--- config.mk ---
export PLATFORM = sky130hd
export DESIGN_NAME = linear_probe_hash_table
export DESIGN_NICKNAME = d
export VERILOG_FILES = /design/src/hdl/lpht_pkg.sv /design/src/hdl/lpht_mod.sv /design/src/hdl/lpht_mem.sv /design/src/hdl/linear_probe_hash_table.sv
export SDC_FILE = /design/constraint.sdc
export NUM_CORES = 1
export LEC_CHECK = 0
export ABC_CLOCK_PERIOD_IN_PS = 5800
export BUFFER_PORTS_ARGS = -buffer_cell sky130_fd_sc_hd__buf_2
export CAP_MARGIN = 20
export CELL_PAD_IN_SITES_DETAIL_PLACEMENT = 1
export CELL_PAD_IN_SITES_GLOBAL_PLACEMENT = 2
export CORE_AREA = 2 2 168 294
export DETAILED_ROUTE_END_ITERATION = 7
export DIE_AREA = 0 0 170 296
export HOLD_SLACK_MARGIN = 0.1
export PLACE_DENSITY = 0.81
export SYNTH_ARGS = -nofsm -noshare
export SYNTH_HDL_FRONTEND = slang
export SYNTH_HIERARCHICAL = 1
export SYNTH_SLANG_ARGS = --single-unit
--- constraint.sdc ---
create_clock -name clk -period 5.8 [get_ports clk]
set_input_delay 0.29 -clock clk [delete_from_list [all_inputs] [get_ports clk]]
set_output_delay 0.29 -clock clk [all_outputs]
set_load 0.03 [all_outputs]
--- src/hdl/lpht_pkg.sv ---
// shared types, codes and defaults for the linear probe hash table
`default_nettype none

package lpht_pkg;

	localparam int TABLE_SIZE_DEFAULT = 16;
	localparam int KEY_W              = 32;
	localparam int CMD_W              = 2;
	localparam int STATUS_W           = 2;
	localparam int SLOT_W             = 4;

	// command codes
	localparam logic [CMD_W-1:0] CMD_INSERT = 2'd0;
	localparam logic [CMD_W-1:0] CMD_SEARCH = 2'd1;
	localparam logic [CMD_W-1:0] CMD_CLEAR  = 2'd2;

	// result status codes
	localparam logic [STATUS_W-1:0] ST_DONE  = 2'd0;
	localparam logic [STATUS_W-1:0] ST_FOUND = 2'd1;
	localparam logic [STATUS_W-1:0] ST_MISS  = 2'd2;
	localparam logic [STATUS_W-1:0] ST_FULL  = 2'd3;

	// one table slot as kept in the slot memory
	typedef struct packed {
		logic             used;
		logic [KEY_W-1:0] key;
	} slot_entry_t;

endpackage

`default_nettype wire

--- src/hdl/lpht_mod.sv ---
// home slot unit: key modulo table size, constant reciprocal steps for non power of two sizes
`default_nettype none

module lpht_mod #(
	parameter int TABLE_SIZE = lpht_pkg::TABLE_SIZE_DEFAULT,
	parameter int AW         = $clog2(TABLE_SIZE)
) (
	input  wire logic                      clk,
	input  wire logic                      arst_n,
	input  wire logic                      start,
	input  wire logic [lpht_pkg::KEY_W-1:0] key,
	output logic                           done,
	output logic [AW-1:0]                  home
);

	localparam bit IS_POW2 = (TABLE_SIZE & (TABLE_SIZE - 1)) == 0;

	generate
		if (IS_POW2) begin : g_pow2
			logic          done_q;
			logic [AW-1:0] home_q;

			always_ff @(posedge clk or negedge arst_n) begin
				if (!arst_n) begin
					done_q <= 1'b0;
				end else begin
					done_q <= start;
				end
			end

			// low bits are the remainder
			always_ff @(posedge clk) begin
				if (start) begin
					home_q <= key[AW-1:0];
				end
			end

			assign done = done_q;
			assign home = home_q;
		end else begin : g_recip
			// fold the upper half: hi * (2^16 mod M) + lo keeps the remainder, below 2^26
			localparam int X_W = 26;
			localparam int R_W = 25;
			localparam int P_W = X_W + R_W;
			localparam int B_W = R_W + AW + 1;
			localparam int H_W = 16 + AW;
			localparam logic [AW-1:0]  HI_K    = AW'((1 << 16) % TABLE_SIZE);
			localparam logic [R_W-1:0] RECIP   = R_W'((1 << X_W) / TABLE_SIZE);
			localparam logic [AW:0]    MODULUS = (AW + 1)'(TABLE_SIZE);

			logic           v_s1;
			logic           v_s2;
			logic           v_s3;
			logic           done_q;
			logic [X_W-1:0] x_s1;
			logic [R_W-1:0] quo_s2;
			logic [AW:0]    rem_s3;
			logic [AW-1:0]  home_q;
			logic [H_W-1:0] hi_prod;
			logic [X_W-1:0] x_next;
			logic [P_W-1:0] q_prod;
			logic [B_W-1:0] back_prod;
			logic [X_W-1:0] diff;
			logic [AW:0]    rem_fix;

			// quotient estimate is exact or one low, so one conditional subtract finishes
			always_comb begin
				hi_prod   = H_W'(key[lpht_pkg::KEY_W-1:16]) * H_W'(HI_K);
				x_next    = X_W'(hi_prod) + X_W'(key[15:0]);
				q_prod    = P_W'(x_s1) * P_W'(RECIP);
				back_prod = B_W'(quo_s2) * B_W'(MODULUS);
				diff      = x_s1 - back_prod[X_W-1:0];
				rem_fix   = (rem_s3 >= MODULUS) ? (rem_s3 - MODULUS) : rem_s3;
			end

			always_ff @(posedge clk or negedge arst_n) begin
				if (!arst_n) begin
					v_s1   <= 1'b0;
					v_s2   <= 1'b0;
					v_s3   <= 1'b0;
					done_q <= 1'b0;
				end else begin
					v_s1   <= start;
					v_s2   <= v_s1;
					v_s3   <= v_s2;
					done_q <= v_s3;
				end
			end

			always_ff @(posedge clk) begin
				if (start) begin
					x_s1 <= x_next;
				end
				if (v_s1) begin
					quo_s2 <= q_prod[P_W-1:X_W];
				end
				if (v_s2) begin
					rem_s3 <= diff[AW:0];
				end
				if (v_s3) begin
					home_q <= rem_fix[AW-1:0];
				end
			end

			assign done = done_q;
			assign home = home_q;
		end
	endgenerate

endmodule

`default_nettype wire

--- src/hdl/lpht_mem.sv ---
// slot memory: one write port, one read port with registered data
`default_nettype none

module lpht_mem #(
	parameter int TABLE_SIZE = lpht_pkg::TABLE_SIZE_DEFAULT,
	parameter int AW         = $clog2(TABLE_SIZE)
) (
	input  wire logic                  clk,
	input  wire logic                  we,
	input  wire logic [AW-1:0]         waddr,
	input  wire lpht_pkg::slot_entry_t wdata,
	input  wire logic [AW-1:0]         raddr,
	output lpht_pkg::slot_entry_t      rdata
);

	lpht_pkg::slot_entry_t mem [TABLE_SIZE];
	lpht_pkg::slot_entry_t rdata_q;

	always_ff @(posedge clk) begin
		if (we) begin
			mem[waddr] <= wdata;
		end
	end

	always_ff @(posedge clk) begin
		rdata_q <= mem[raddr];
	end

	assign rdata = rdata_q;

endmodule

`default_nettype wire

--- src/hdl/linear_probe_hash_table.sv ---
// top level: command sequencer for the linear probing hash table
//
// channel   direction  handshake                 payload
// command   in         start & !busy             cmd, key
// result    out        done, one cycle strobe    status, slot
//
// insert and search: the home slot unit finds the home slot (low bits for a power of two
//   table size, constant reciprocal modulo unit otherwise), then 1..TABLE_SIZE
//   probes, one slot read per cycle from the slot memory
// clear sweeps the memory one slot per cycle, then done
// an unused command code answers not found in the cycle after its beat
// after reset the same sweep runs with busy high
// the result strobe cannot be held off; busy is the only back pressure
`default_nettype none

module linear_probe_hash_table #(
	parameter int TABLE_SIZE = lpht_pkg::TABLE_SIZE_DEFAULT
) (
	input  wire logic                         clk,
	input  wire logic                         arst_n,
	input  wire logic                         start,
	output logic                              busy,
	input  wire logic [lpht_pkg::CMD_W-1:0]    cmd,
	input  wire logic [lpht_pkg::KEY_W-1:0]    key,
	output logic                              done,
	output logic [lpht_pkg::STATUS_W-1:0]      status,
	output logic [lpht_pkg::SLOT_W-1:0]        slot
);

	localparam int AW    = $clog2(TABLE_SIZE);
	localparam int EXT_W = AW + lpht_pkg::SLOT_W;
	localparam logic [AW-1:0] ADDR_LAST = AW'(TABLE_SIZE - 1);

	typedef enum logic [4:0] {
		S_INIT  = 5'b00001,
		S_IDLE  = 5'b00010,
		S_HOME  = 5'b00100,
		S_PROBE = 5'b01000,
		S_CLEAR = 5'b10000
	} state_t;

	state_t                         state_q;
	logic [lpht_pkg::CMD_W-1:0]     cmd_q;
	logic [lpht_pkg::KEY_W-1:0]     key_q;
	logic [AW-1:0]                  home_q;
	logic [AW-1:0]                  addr_q;
	logic [AW-1:0]                  sweep_q;
	logic                           done_q;
	logic [lpht_pkg::STATUS_W-1:0]  status_q;
	logic [lpht_pkg::SLOT_W-1:0]    slot_q;

	logic                           accept;
	logic                           bad_cmd;
	logic                           mod_start;
	logic                           mod_done;
	logic [AW-1:0]                  mod_home;
	logic                           mem_we;
	logic [AW-1:0]                  mem_waddr;
	lpht_pkg::slot_entry_t          mem_wdata;
	logic [AW-1:0]                  mem_raddr;
	lpht_pkg::slot_entry_t          entry;
	logic [AW-1:0]                  addr_nxt;
	logic                           wrapped;
	logic                           key_hit;
	logic                           probe_end;
	logic [EXT_W-1:0]               addr_ext;

	assign busy   = (state_q != S_IDLE);
	assign accept = start && !busy;

	// home slot unit kicks off for insert and search beats
	assign mod_start = accept && ((cmd == lpht_pkg::CMD_INSERT) || (cmd == lpht_pkg::CMD_SEARCH));

	// unused command code, answered without touching the table
	assign bad_cmd = accept &&
		!(cmd inside {lpht_pkg::CMD_INSERT, lpht_pkg::CMD_SEARCH, lpht_pkg::CMD_CLEAR});

	lpht_mod #(
		.TABLE_SIZE(TABLE_SIZE),
		.AW        (AW)
	) u_mod (
		.clk   (clk),
		.arst_n(arst_n),
		.start (mod_start),
		.key   (key),
		.done  (mod_done),
		.home  (mod_home)
	);

	lpht_mem #(
		.TABLE_SIZE(TABLE_SIZE),
		.AW        (AW)
	) u_mem (
		.clk  (clk),
		.we   (mem_we),
		.waddr(mem_waddr),
		.wdata(mem_wdata),
		.raddr(mem_raddr),
		.rdata(entry)
	);

	// next probe address wraps from the last slot back to slot 0
	assign addr_nxt = (addr_q == ADDR_LAST) ? '0 : (addr_q + 1'b1);
	// probing the next slot would bring us back home: the whole table was seen
	assign wrapped  = (addr_nxt == home_q);
	assign key_hit  = (entry.key == key_q);
	// insert stops on a free slot, search also on a hit; both stop before home again
	assign probe_end = !entry.used || wrapped || ((cmd_q != lpht_pkg::CMD_INSERT) && key_hit);
	// slot index reported masked to the slot field width
	assign addr_ext = EXT_W'(addr_q);

	// memory port control
	always_comb begin
		mem_we    = 1'b0;
		mem_waddr = addr_q;
		mem_wdata = '0;
		mem_raddr = addr_q;
		case (state_q)
			S_INIT, S_CLEAR: begin
				// sweep: mark every slot empty
				mem_we    = 1'b1;
				mem_waddr = sweep_q;
			end
			S_HOME: begin
				// read home as soon as it is known
				mem_raddr = mod_home;
			end
			S_PROBE: begin
				// read the following slot while this one is checked
				mem_raddr = addr_nxt;
				if ((cmd_q == lpht_pkg::CMD_INSERT) && !entry.used) begin
					mem_we    = 1'b1;
					mem_wdata = '{used: 1'b1, key: key_q};
				end
			end
			default: begin
				mem_we = 1'b0;
			end
		endcase
	end

	// sequencer
	always_ff @(posedge clk or negedge arst_n) begin
		if (!arst_n) begin
			state_q <= S_INIT;
			sweep_q <= '0;
		end else begin
			case (state_q)
				S_INIT: begin
					if (sweep_q == ADDR_LAST) begin
						sweep_q <= '0;
						state_q <= S_IDLE;
					end else begin
						sweep_q <= sweep_q + 1'b1;
					end
				end
				S_IDLE: begin
					if (accept) begin
						case (cmd)
							lpht_pkg::CMD_INSERT, lpht_pkg::CMD_SEARCH: begin
								state_q <= S_HOME;
							end
							lpht_pkg::CMD_CLEAR: begin
								sweep_q <= '0;
								state_q <= S_CLEAR;
							end
							default: begin
								// unused code: answer at once, no state change
							end
						endcase
					end
				end
				S_HOME: begin
					if (mod_done) begin
						state_q <= S_PROBE;
					end
				end
				S_PROBE: begin
					if (probe_end) begin
						state_q <= S_IDLE;
					end
				end
				S_CLEAR: begin
					if (sweep_q == ADDR_LAST) begin
						sweep_q <= '0;
						state_q <= S_IDLE;
					end else begin
						sweep_q <= sweep_q + 1'b1;
					end
				end
				default: begin
					sweep_q <= '0;
					state_q <= S_INIT;
				end
			endcase
		end
	end

	// result strobe: end of a probe, end of a clear sweep, or an unused code
	always_ff @(posedge clk or negedge arst_n) begin
		if (!arst_n) begin
			done_q <= 1'b0;
		end else begin
			done_q <= bad_cmd || ((state_q == S_PROBE) && probe_end) ||
				((state_q == S_CLEAR) && (sweep_q == ADDR_LAST));
		end
	end

	// payload registers
	always_ff @(posedge clk) begin
		if (accept) begin
			cmd_q    <= cmd;
			key_q    <= key;
			status_q <= lpht_pkg::ST_MISS;
			slot_q   <= '0;
		end
		if ((state_q == S_HOME) && mod_done) begin
			home_q <= mod_home;
			addr_q <= mod_home;
		end
		case (state_q)
			S_PROBE: begin
				addr_q <= addr_nxt;
				if (cmd_q == lpht_pkg::CMD_INSERT) begin
					if (!entry.used) begin
						status_q <= lpht_pkg::ST_DONE;
						slot_q   <= addr_ext[lpht_pkg::SLOT_W-1:0];
					end else begin
						status_q <= lpht_pkg::ST_FULL;
						slot_q   <= '0;
					end
				end else begin
					if (entry.used && key_hit) begin
						status_q <= lpht_pkg::ST_FOUND;
						slot_q   <= addr_ext[lpht_pkg::SLOT_W-1:0];
					end else begin
						status_q <= lpht_pkg::ST_MISS;
						slot_q   <= '0;
					end
				end
			end
			S_CLEAR: begin
				status_q <= lpht_pkg::ST_DONE;
				slot_q   <= '0;
			end
			default: begin
				// result held until the next beat or probe
			end
		endcase
	end

	assign done   = done_q;
	assign status = status_q;
	assign slot   = slot_q;

endmodule

`default_nettype wire

## After elaboration in Yosys (flattened, before gate mapping)

Memory sizes are Yosys's and may differ from the RTL's. A register that Yosys moved wholly into a read port is not among the register bits.
Cells that the tools add are included.

| word-level totals | value |
|---|---|
| bits in registers | 63 |
| memory bits (writable) | 528 |
| bits of input ports | 37 |
| output and inout port bits | 8 |
| logic and storage cells | 92 |
| memories kept | 1 |

Memory list:

| name | words | bits a word | rd ports | clocked after Yosys merged registers in | write ports | line | RTL |
|---|---|---|---|---|---|---|---|
| u_mem.mem | 16 | 33 | 1 | 1 | 1 | lpht_mem.sv:16 | `lpht_pkg::slot_entry_t mem [TABLE_SIZE];` |

| cells by class | value |
|---|---|
| $add $sub $neg | 2 |
| eq/ne operators | 18 |
| multiplexer cells | 31 |
| bitwise operators | 1 |
| reduce and logical (&&, ||, !) cells | 28 |

Operators by type and width:

| kind | count |
|---|---|
| two-way mux 33 bit | 2 |
| two-way mux 4 bit | 11 |
| == test 32 bit | 1 |
| two-way mux 5 bit | 4 |
| one-hot mux 5 bit (4 select lines) | 1 |
| one-hot mux 4 bit (2 select lines) | 2 |
| one-hot mux 4 bit (3 select lines) | 1 |
| one-hot mux 5 bit (2 select lines) | 1 |
| logical AND 1 bit | 9 |
| adder 4 x 1 -> 4 bit, second input constant | 2 |
| == test 4 bit, second input constant | 2 |
| two-way mux 2 bit | 4 |
| != test 2 bit, second input constant | 3 |
| nonzero test 3 bit | 2 |
| OR reduction 2 bit | 3 |
| == test 5 x 1 -> 1 bit, second input constant | 1 |
| == test 5 x 2 -> 1 bit, second input constant | 1 |
| == test 5 x 3 -> 1 bit, second input constant | 1 |
| == test 5 x 4 -> 1 bit, second input constant | 1 |
| == test 5 bit, second input constant | 1 |
| logical OR 1 bit | 5 |
| != test 5 x 2 -> 1 bit, second input constant | 1 |
| AND reduction 5 bit | 1 |
| == test 4 bit | 1 |
| 12 further kinds | 19 |

## Depth between registers and ports, before layout

Gate-level depths: netlist of run 1.

| logic depth | value |
|---|---|
| word-level depth | 8 |
| mapped depth | 11 |
| mapped depth without buffers | 8 |

## Modules after synthesis

Netlist of run 1, hierarchy kept.

Modules (own cells, without submodules):

| module | instances | cells each | area an instance (µm²) | seq. area each (µm²) |
|---|---|---|---|---|
| lpht_mem | 1 | 864 | 20631.0 | 16515.8 |
| linear_probe_hash_table | 1 | 267 | 3006.6 | 1692.9 |
| lpht_mod | 1 | 5 | 145.1 | 145.1 |

## Worst setup path after synthesis of run 1

Ideal clock, no wire load.

| timing path | value |
|---|---|
| path type | flip-flop to flip-flop |
| start | register state_q[4] |
| end | memory u_mem/mem[0][0] (netlist bit), enable pin |
| setup time | 464 ps |
| arrival time | 4227 ps |
| data required time | 5336 ps |
| slack | 1108 ps |
| stages on the path, launching flop included | 8 |
| buffers on the path | 1 |
| period minus slack after synthesis | 4692 ps |
| cell sequence | dfrtp_1 -> clkbuf_1 -> nor3_1 -> and2_1 -> nand3_1 -> nand2_1 -> or3b_2 -> nor3_1 |

| between the ends | value |
|---|---|
| cells in the longest elaborated chain, start to end | 5 |
| elaborated cells between the ends (all ways) | 8 |
| those cells by class | eq/ne (3); mux (4); reduce/logical (1) |

Ends and longest elaborated chain:

| what | line | RTL |
|---|---|---|
| from (decl) | linear_probe_hash_table.sv:42 | `state_t state_q;` |
| from (signal assigned) | linear_probe_hash_table.sv:145 | `state_q <= S_INIT;` |
| from (signal assigned) | linear_probe_hash_table.sv:152 | `state_q <= S_IDLE;` |
| from (signal assigned) | linear_probe_hash_table.sv:161 | `state_q <= S_HOME;` |
| == test 5 bit / == test 5 x 1 -> 1 bit (equally long branches) | linear_probe_hash_table.sv:118 | `case (state_q)` |
| OR reduction 2 bit (no line) | n/a |  |
| one-hot mux 1 bit (2 select lines) * | linear_probe_hash_table.sv:118 |  |
| via mem_we | linear_probe_hash_table.sv:57 | `logic mem_we;` |
| two-way mux 1 bit * | lpht_mem.sv:20 | `if (we) begin` |
| two-way mux 1 bit (not written as such) * | lpht_mem.sv:21 | `mem[waddr] <= wdata;` |
| to (decl) | lpht_mem.sv:16 |  |

Mark *: on every way through the listed nets, which the timed path passes. The rest lies on a longest branch.

## Worst setup path after layout of run 1

| timing path | value |
|---|---|
| start | register state_q[1] |
| end | memory u_mem/mem[3][26] (netlist bit), enable pin |

The elaborated chain is that of the path after synthesis.

==> results of run 1 <==
==> stage by stage <==
step                hold WS, ns  util (%)  setup slack [ns]  total power, uW
CTS                       0.108      56.0              1.96            10200
floorplan              -0.00559         -              1.11             6030
finish                    0.114      56.0              1.94            10100
global route              0.139      56.0              1.68            10400
detailed placement        0.186      51.5              1.99             6500
global placement          0.177      51.4              2.08             6440
==> repair_timing <==
item	CTS	global route
hold buffers	35	0
endpoints found under the hold margin	51	0
gates resized for setup	0	0
==> registers in the layout, indices dropped and copies added, names as in the netlist <==
register	cells
u_mem/mem	528
u_mem/rdata	33
key_q	32
state_q	5
addr_q	4
home_q	4
slot	4
sweep_q	4
u_mod/home	4
cmd_q	2
status	2
done	1
u_mod/done	1
==> worst min path at each step <==
stage	start	end	cells past startpoint
5_1_grt	arst_n	state_q[4]	2
2_1_floorplan	arst_n	done	0
4_1_cts	arst_n	state_q[4]	2
3_5_place_dp	arst_n	u_mod/done	1
6_report	arst_n	state_q[4]	2
3_3_place_gp	arst_n	sweep_q[0]	1
==> cell families after synthesis <==
group / synth area share [%]
adder cells (fa/ha/maj): 0.105
flip-flops: 77.2
AO/OA/AOI/OAI: 3.07
buffers and inverters: 1.59
multiplexers: 12.8
XOR/XNOR: 1.40
AND/OR/NAND/NOR: 3.86
==> synthesized netlist by cell type (all sizes together), types with 2 or more instances <==
cell and count:
or4 4, buf 27, o21ai 9, clkbuf 26, and2 35, nand3b 2, nor2b 6, dfrtp 10
inv 7, mux4 132, a21o 2, ha 2, xor2 4, nand3 7, a31oi 4, nor4 3
nand2b 2, nand2 68, xnor2 34, nor3 7, edfxtp 580, nor2 24, o22ai 2, dfxtp 33
nand4 14, a22oi 67, a221o 3, and3 2, a21boi 4
==> layer usage <==
layer,wire length (um),vias to the layer above,global-route usage [%],share of wire [%]
li1,-,4884,-,-
met1,21600,6307,29.6,37
met2,31100,466,42.7,54
met3,2980,111,2.23,5.2
met4,1930,0,8.26,3.4
met5,0,-,0,0
==> cell type report <==
type | count | area share, %
sequential | 624 | 68.0
tap | 599 | 2.78
clock buffer | 73 | 5.53
multi-input combinational | 452 | 19.3
clock inverter | 29 | 1.17
inverter | 7 | 0.0973
timing repair buffer | 107 | 3.18
==> power breakdown <==
part / switching (uW) / leakage, uW / internal [uW] / total (uW)
registers: 126 / 0.00643 / 5290 / 5420
clock network: 1610 / 0.000891 / 2080 / 3690
logic: 713 / 0.00232 / 301 / 1010
total: 2450 / 0.00964 / 7680 / 10100
==> flow_metrics.py, run 1 <==
metrics = {
    "run_status": {
        "status": "complete, no violations",
    },
    "worst_setup_path": {
        "r2r_cells": 7,
        "critPathSlowestCell": "nor2_4",
        "crit_buf_inv": 1,
        "timing.rr.end": "u_mem/mem[3][26]",
        "crit_chain": "nor3_1 -> and2_1 -> nand3_1 -> nand2_1 -> or3b_2 -> nor2_4 -> buf_4",
        "crit_type": "reg2reg",
        "crit_end": "u_mem/mem[3][26]",
        "cp_top_family": "simple AND/OR/NAND/NOR gates",
        "r2r-start": "state_q[1]",
        "ff2ff_setup_slack_ns": 1.94,
        "crit_path_start": "state_q[1]",
        "critPathMaxFanout": 26,
        "cp.arrival_ns": 4.15,
        "start_kind": "flop",
        "worst_setup_path_end_kind": "flop",
        "required_ns": 6.10,
        "cp_slowest_stage_delay_ns": 0.86,
        "path_depth": 7,
    },
    "placed_design": {
        "dpl.cell_count": 1752,
        "place_area_um2": 24800,
        "dpl.hpwl_mm": 33.2,
        "place_congestion": 0.796,
        "numPortBuffers": 44,
    },
    "floorplan": {
        "num_io_pins": 45,
        "fp.dieH_um": 296,
        "coreArea_um2": 48200,
        "rows": 107,
        "die_area_um2": 50300,
        "fp.dieW_um": 170,
        "initial_core_util_pct": 49.3,
    },
    "timing": {
        "fin_skew_ns": 0.0234,
        "min_period_ns": 3.86,
        "rsz0062_at_grt": "false",
        "maxSlewHeadroom_pct": 24.1,
        "setup_viol": 0,
        "worst_slew_pin_slew_ns": 1.14,
        "finalCritPeriodShare_pct": 66.5,
        "setup-tns-final_ns": 0,
        "maxSlewViolCount": 0,
        "max_freq_mhz": 259,
        "hold_viol": 0,
    },
    "synth": {
        "synth.distinct_cells": 54,
        "synth_seq_cells": 624,
        "synth_top_cell_by_area": "edfxtp_1",
        "yosysWarnings": 6,
        "synth_edf_count": 580,
        "yosys-top-cells-area": "edfxtp_1 (73%), mux4_2 (11%), dfxtp_1 (2.8%)",
        "syn-num-nets": 1175,
        "yosys.area.top_type_share_pct": 73.2,
        "syn_avg_cell_area_um2": 20.9,
        "syn_area_um2": 23800,
        "synth_seq_area_share_pct": 77.2,
        "synthCells": 1136,
        "synth-async-reset-ratio_pct": 1.76,
        "synth_flop_cell": "edfxtp_1",
    },
    "global_routing": {
        "grtUsageTotal_pct": 23.5,
        "grt_pass1_vias": 12600,
        "antenna_found_initial": 0,
        "grt.overflow.total": 0,
        "grt_first_pass_wirelength_mm": 84.6,
        "grt_max_degree": 84,
    },
    "clocking": {
        "clk_pin_slew_ns": 0.07,
        "root_buffer": "clkbuf_16",
        "cts_sinks": 624,
        "cts_buffers": 54,
        "cts_tree": "done",
        "ctsLongestPathBuffers": 3,
        "post_cts_buffers": 0,
        "clock_latency_ns": 0.60,
        "htreeDepth": 2,
    },
    "final_layout": {
        "antenna_cells": 0,
        "multi_input_area_um2": 5200,
        "drive_gt1_share_pct": 23.1,
        "fin_nets": 1285,
        "area_growth_pct": 13.5,
        "instances_no_fill": 1891,
        "final_common_cell": "edfxtp_1",
        "postLayoutCellArea_um2": 27000,
        "mostFrequentLayoutCells": "edfxtp_1 (580), mux4_2 (113), nand2_1 (67), a22oi_1 (67), clkbuf_16 (55)",
        "fill_cells": 4133,
        "regArea_um2": 18400,
    },
    "job": {
        "maxCapViolCount": 0,
    },
    "power_and_ir_drop": {
        "p_leak_uw": 0.00964,
        "power_density_nw_per_um2": 375,
        "vdd_drop_max_uv": 267,
    },
    "drt": {
        "dr.pass1.iters": 5,
        "drc": 0,
        "vias": 11800,
        "via_per_inst": 6.22,
        "wl_mm": 57.6,
        "first_iter_violations": 1030,
        "wire_per_inst_um": 30.4,
        "antenna_left": 0,
    },
    "hold_path": {
        "hold_path_class": "in2async",
    },
}
Note: power is estimated with default switching activity, not from simulation.
==> run 2: changes to the inputs <==
--- a/config.mk
+++ b/config.mk
@@ -5,7 +5,7 @@
 export SDC_FILE = /design/constraint.sdc
 export NUM_CORES = 1
 export LEC_CHECK = 0
-export ABC_CLOCK_PERIOD_IN_PS = 5800
+export ABC_CLOCK_PERIOD_IN_PS = 3630
 export BUFFER_PORTS_ARGS = -buffer_cell sky130_fd_sc_hd__buf_2
 export CAP_MARGIN = 20
 export CELL_PAD_IN_SITES_DETAIL_PLACEMENT = 1
==> constraint.sdc (replaced) <==
create_clock -name clk -period 3.63 [get_ports clk]
set_input_delay 0.1815 -clock clk [delete_from_list [all_inputs] [get_ports clk]]
set_output_delay 0.1815 -clock clk [all_outputs]
set_load 0.03 [all_outputs]
==> run 2 against run 1 <==
Compared with the run above:
- die area unchanged
- design area up 2.0%
- worst hold slack better by 0.18 ns
- via count down 0.73%
- final cell count up 1.2%
- highest routed layer unchanged
- global-route usage down 0.17 points
- non-clock buffer count up 24
==> flow_metrics.py, run 2 (synthesis results as in run 1) <==
metrics = {
    "timing": {
        "max_freq_mhz": 313,
        "maxSlewHeadroom_pct": 52.8,
        "fin_ws_ns": 0.432,
        "min_period_ns": 3.20,
        "worst_slew_pin_slew_ns": 0.703,
        "rsz0062_at_grt": "false",
        "finalCritPeriodShare_pct": 88.1,
        "fin_skew_ns": 0.0175,
        "maxSlewViolCount": 0,
        "hold_viol": 0,
        "setup_viol": 0,
        "setup-tns-final_ns": 0,
    },
    "global_routing": {
        "grt_max_degree": 47,
        "grt.overflow.total": 0,
        "antenna_found_initial": 0,
        "grtUsageTotal_pct": 23.3,
        "grt_pass1_vias": 12800,
        "grt_first_pass_wirelength_mm": 84.7,
    },
    "drt": {
        "via_per_inst": 6.10,
        "dr.pass1.iters": 5,
        "drc": 0,
        "vias": 11700,
        "wire_per_inst_um": 29.4,
        "antenna_left": 0,
        "first_iter_violations": 928,
        "wl_mm": 56.2,
    },
    "final_layout": {
        "mostFrequentLayoutCells": "edfxtp_1 (580), mux4_2 (113), nand2_1 (67), a22oi_1 (67), clkbuf_16 (57)",
        "fin_nets": 1309,
        "largest-register": "u_mem/mem",
        "drive_gt1_share_pct": 24.8,
        "area_growth_pct": 15.8,
        "final_common_cell": "edfxtp_1",
        "antenna_cells": 0,
        "instances_no_fill": 1914,
        "fill_cells": 4089,
        "largest_register_ffs": 528,
        "postLayoutCellArea_um2": 27500,
    },
    "clocking": {
        "cts_resized": 0,
        "cts_sinks": 624,
        "cts_hold_buf": 39,
        "clk_pin_slew_ns": 0.07,
        "cts_tree": "done",
        "clock_latency_ns": 0.59,
        "cts_buffers": 54,
        "root_buffer": "clkbuf_16",
        "post_cts_buffers": 0,
        "ctsLongestPathBuffers": 3,
        "htreeDepth": 2,
    },
    "worst_setup_path": {
        "worst_setup_path_end_kind": "flop",
        "r2r_cells": 9,
        "start_kind": "flop",
        "cp_slowest_stage_delay_ns": 0.48,
        "crit_buf_inv": 1,
        "critPathSlowestCell": "dfrtp_1",
        "cp_top_family": "simple AND/OR/NAND/NOR gates",
        "cp.arrival_ns": 3.67,
        "timing.rr.end": "u_mem/rdata[13]",
        "critPathMaxFanout": 13,
        "ff2ff_setup_slack_ns": 0.43,
        "crit_chain": "nor3_1 -> nand2_1 -> nand2_1 -> o21ai_1 -> a221o_1 -> and2_2 -> buf_4 -> a22oi_1 -> nand2_1",
        "crit_type": "reg2reg",
        "r2r-start": "state_q[1]",
        "required_ns": 4.10,
        "timing.critical_path.mode_cell": "nand2_1",
    },
    "hold_path": {
        "hold_end": "key_q[24]",
        "hold_path_depth": 2,
        "hold_path.startpoint": "key[24]",
        "hold_path_class": "in2reg",
    },
    "power_and_ir_drop": {
        "vdd_drop_max_uv": 463,
        "power_density_nw_per_um2": 599,
        "p_leak_uw": 0.00986,
        "total_power_uw": 16500,
    },
    "job": {
        "maxCapViolCount": 0,
    },
    "floorplan": {
        "die_area_um2": 50300,
        "coreArea_um2": 48200,
        "rows": 107,
        "fp.dieH_um": 296,
        "initial_core_util_pct": 49.3,
        "num_io_pins": 45,
        "fp.dieW_um": 170,
    },
    "placed_design": {
        "dpl.hpwl_mm": 33.6,
        "place_ws_ns": 0.436,
        "place_congestion": 0.790,
        "dpl.cell_count": 1774,
        "place_area_um2": 25300,
        "numPortBuffers": 44,
    },
    "run_status": {
        "status": "complete, no violations",
    },
}
-- run 2: cell types whose count changed in the layout (fill, tap and decap cells not counted), sizes merged --
cell         before  now
clkbuf           73   70
clkinv           19   18
clkinvlp          1    5
dlygate4sd3      35   39
inv              10    8
buf              72   92
bufinv            6    7
-- run 2: power breakdown --
part,switching [uW],total [uW],internal [uW]
clock network,2560,6060,3490
registers,201,8650,8440
logic,1200,1800,597
total,3970,16500,12500
-- run 2: worst reg2reg max path, stage by stage (launching register included) --
cell and delay, ns:
dfrtp_1 0.48, nor3_1 0.45, nand2_1 0.38, nand2_1 0.23, o21ai_1 0.10, a221o_1 0.41
and2_2 0.33, buf_4 0.26, a22oi_1 0.33, nand2_1 0.09
-- run 2: worst max path at each step --
stage	endpoint	depth (start not counted)	startpoint
CTS	u_mem/rdata[13]	9	state_q[1]
global placement	u_mem/rdata[13]	9	state_q[1]
global route	u_mem/rdata[13]	9	state_q[1]
floorplan	u_mem/mem[1][0]	7	state_q[4]
finish	u_mem/rdata[13]	9	state_q[1]
detailed placement	u_mem/rdata[13]	9	state_q[1]
-- run 2: metrics by stage --
step	hold slack [ns]	utilization, %
after CTS	0.265	57.1
after floorplan	-0.114	-
after detailed placement	0.0851	52.4
after global routing	0.288	57.1
after global placement	0.0806	52.4
final	0.293	57.1
-- run 2: metal layers --
metal | part of all wire [%] | up-vias | global-route usage (%) | wire length, um
met4 | 3.3 | 0 | 8.73 | 1850
met2 | 54 | 332 | 42.0 | 30500
met1 | 38 | 6289 | 29.0 | 21500
met5 | 0 | - | 0 | 0
li1 | - | 4956 | - | -
met3 | 4.1 | 105 | 2.79 | 2290
-- run 2: area by class of cell --
class | instances | area, um2 | area share (%)
inverters | 7 | 26.3 | 0.0954
multi-input cells | 452 | 5230 | 19.0
repair buffers | 131 | 1300 | 4.71
well taps | 599 | 749 | 2.72
flip-flops and latches | 624 | 18400 | 66.6
clock buffers | 70 | 1540 | 5.57
clock inverters | 31 | 353 | 1.28
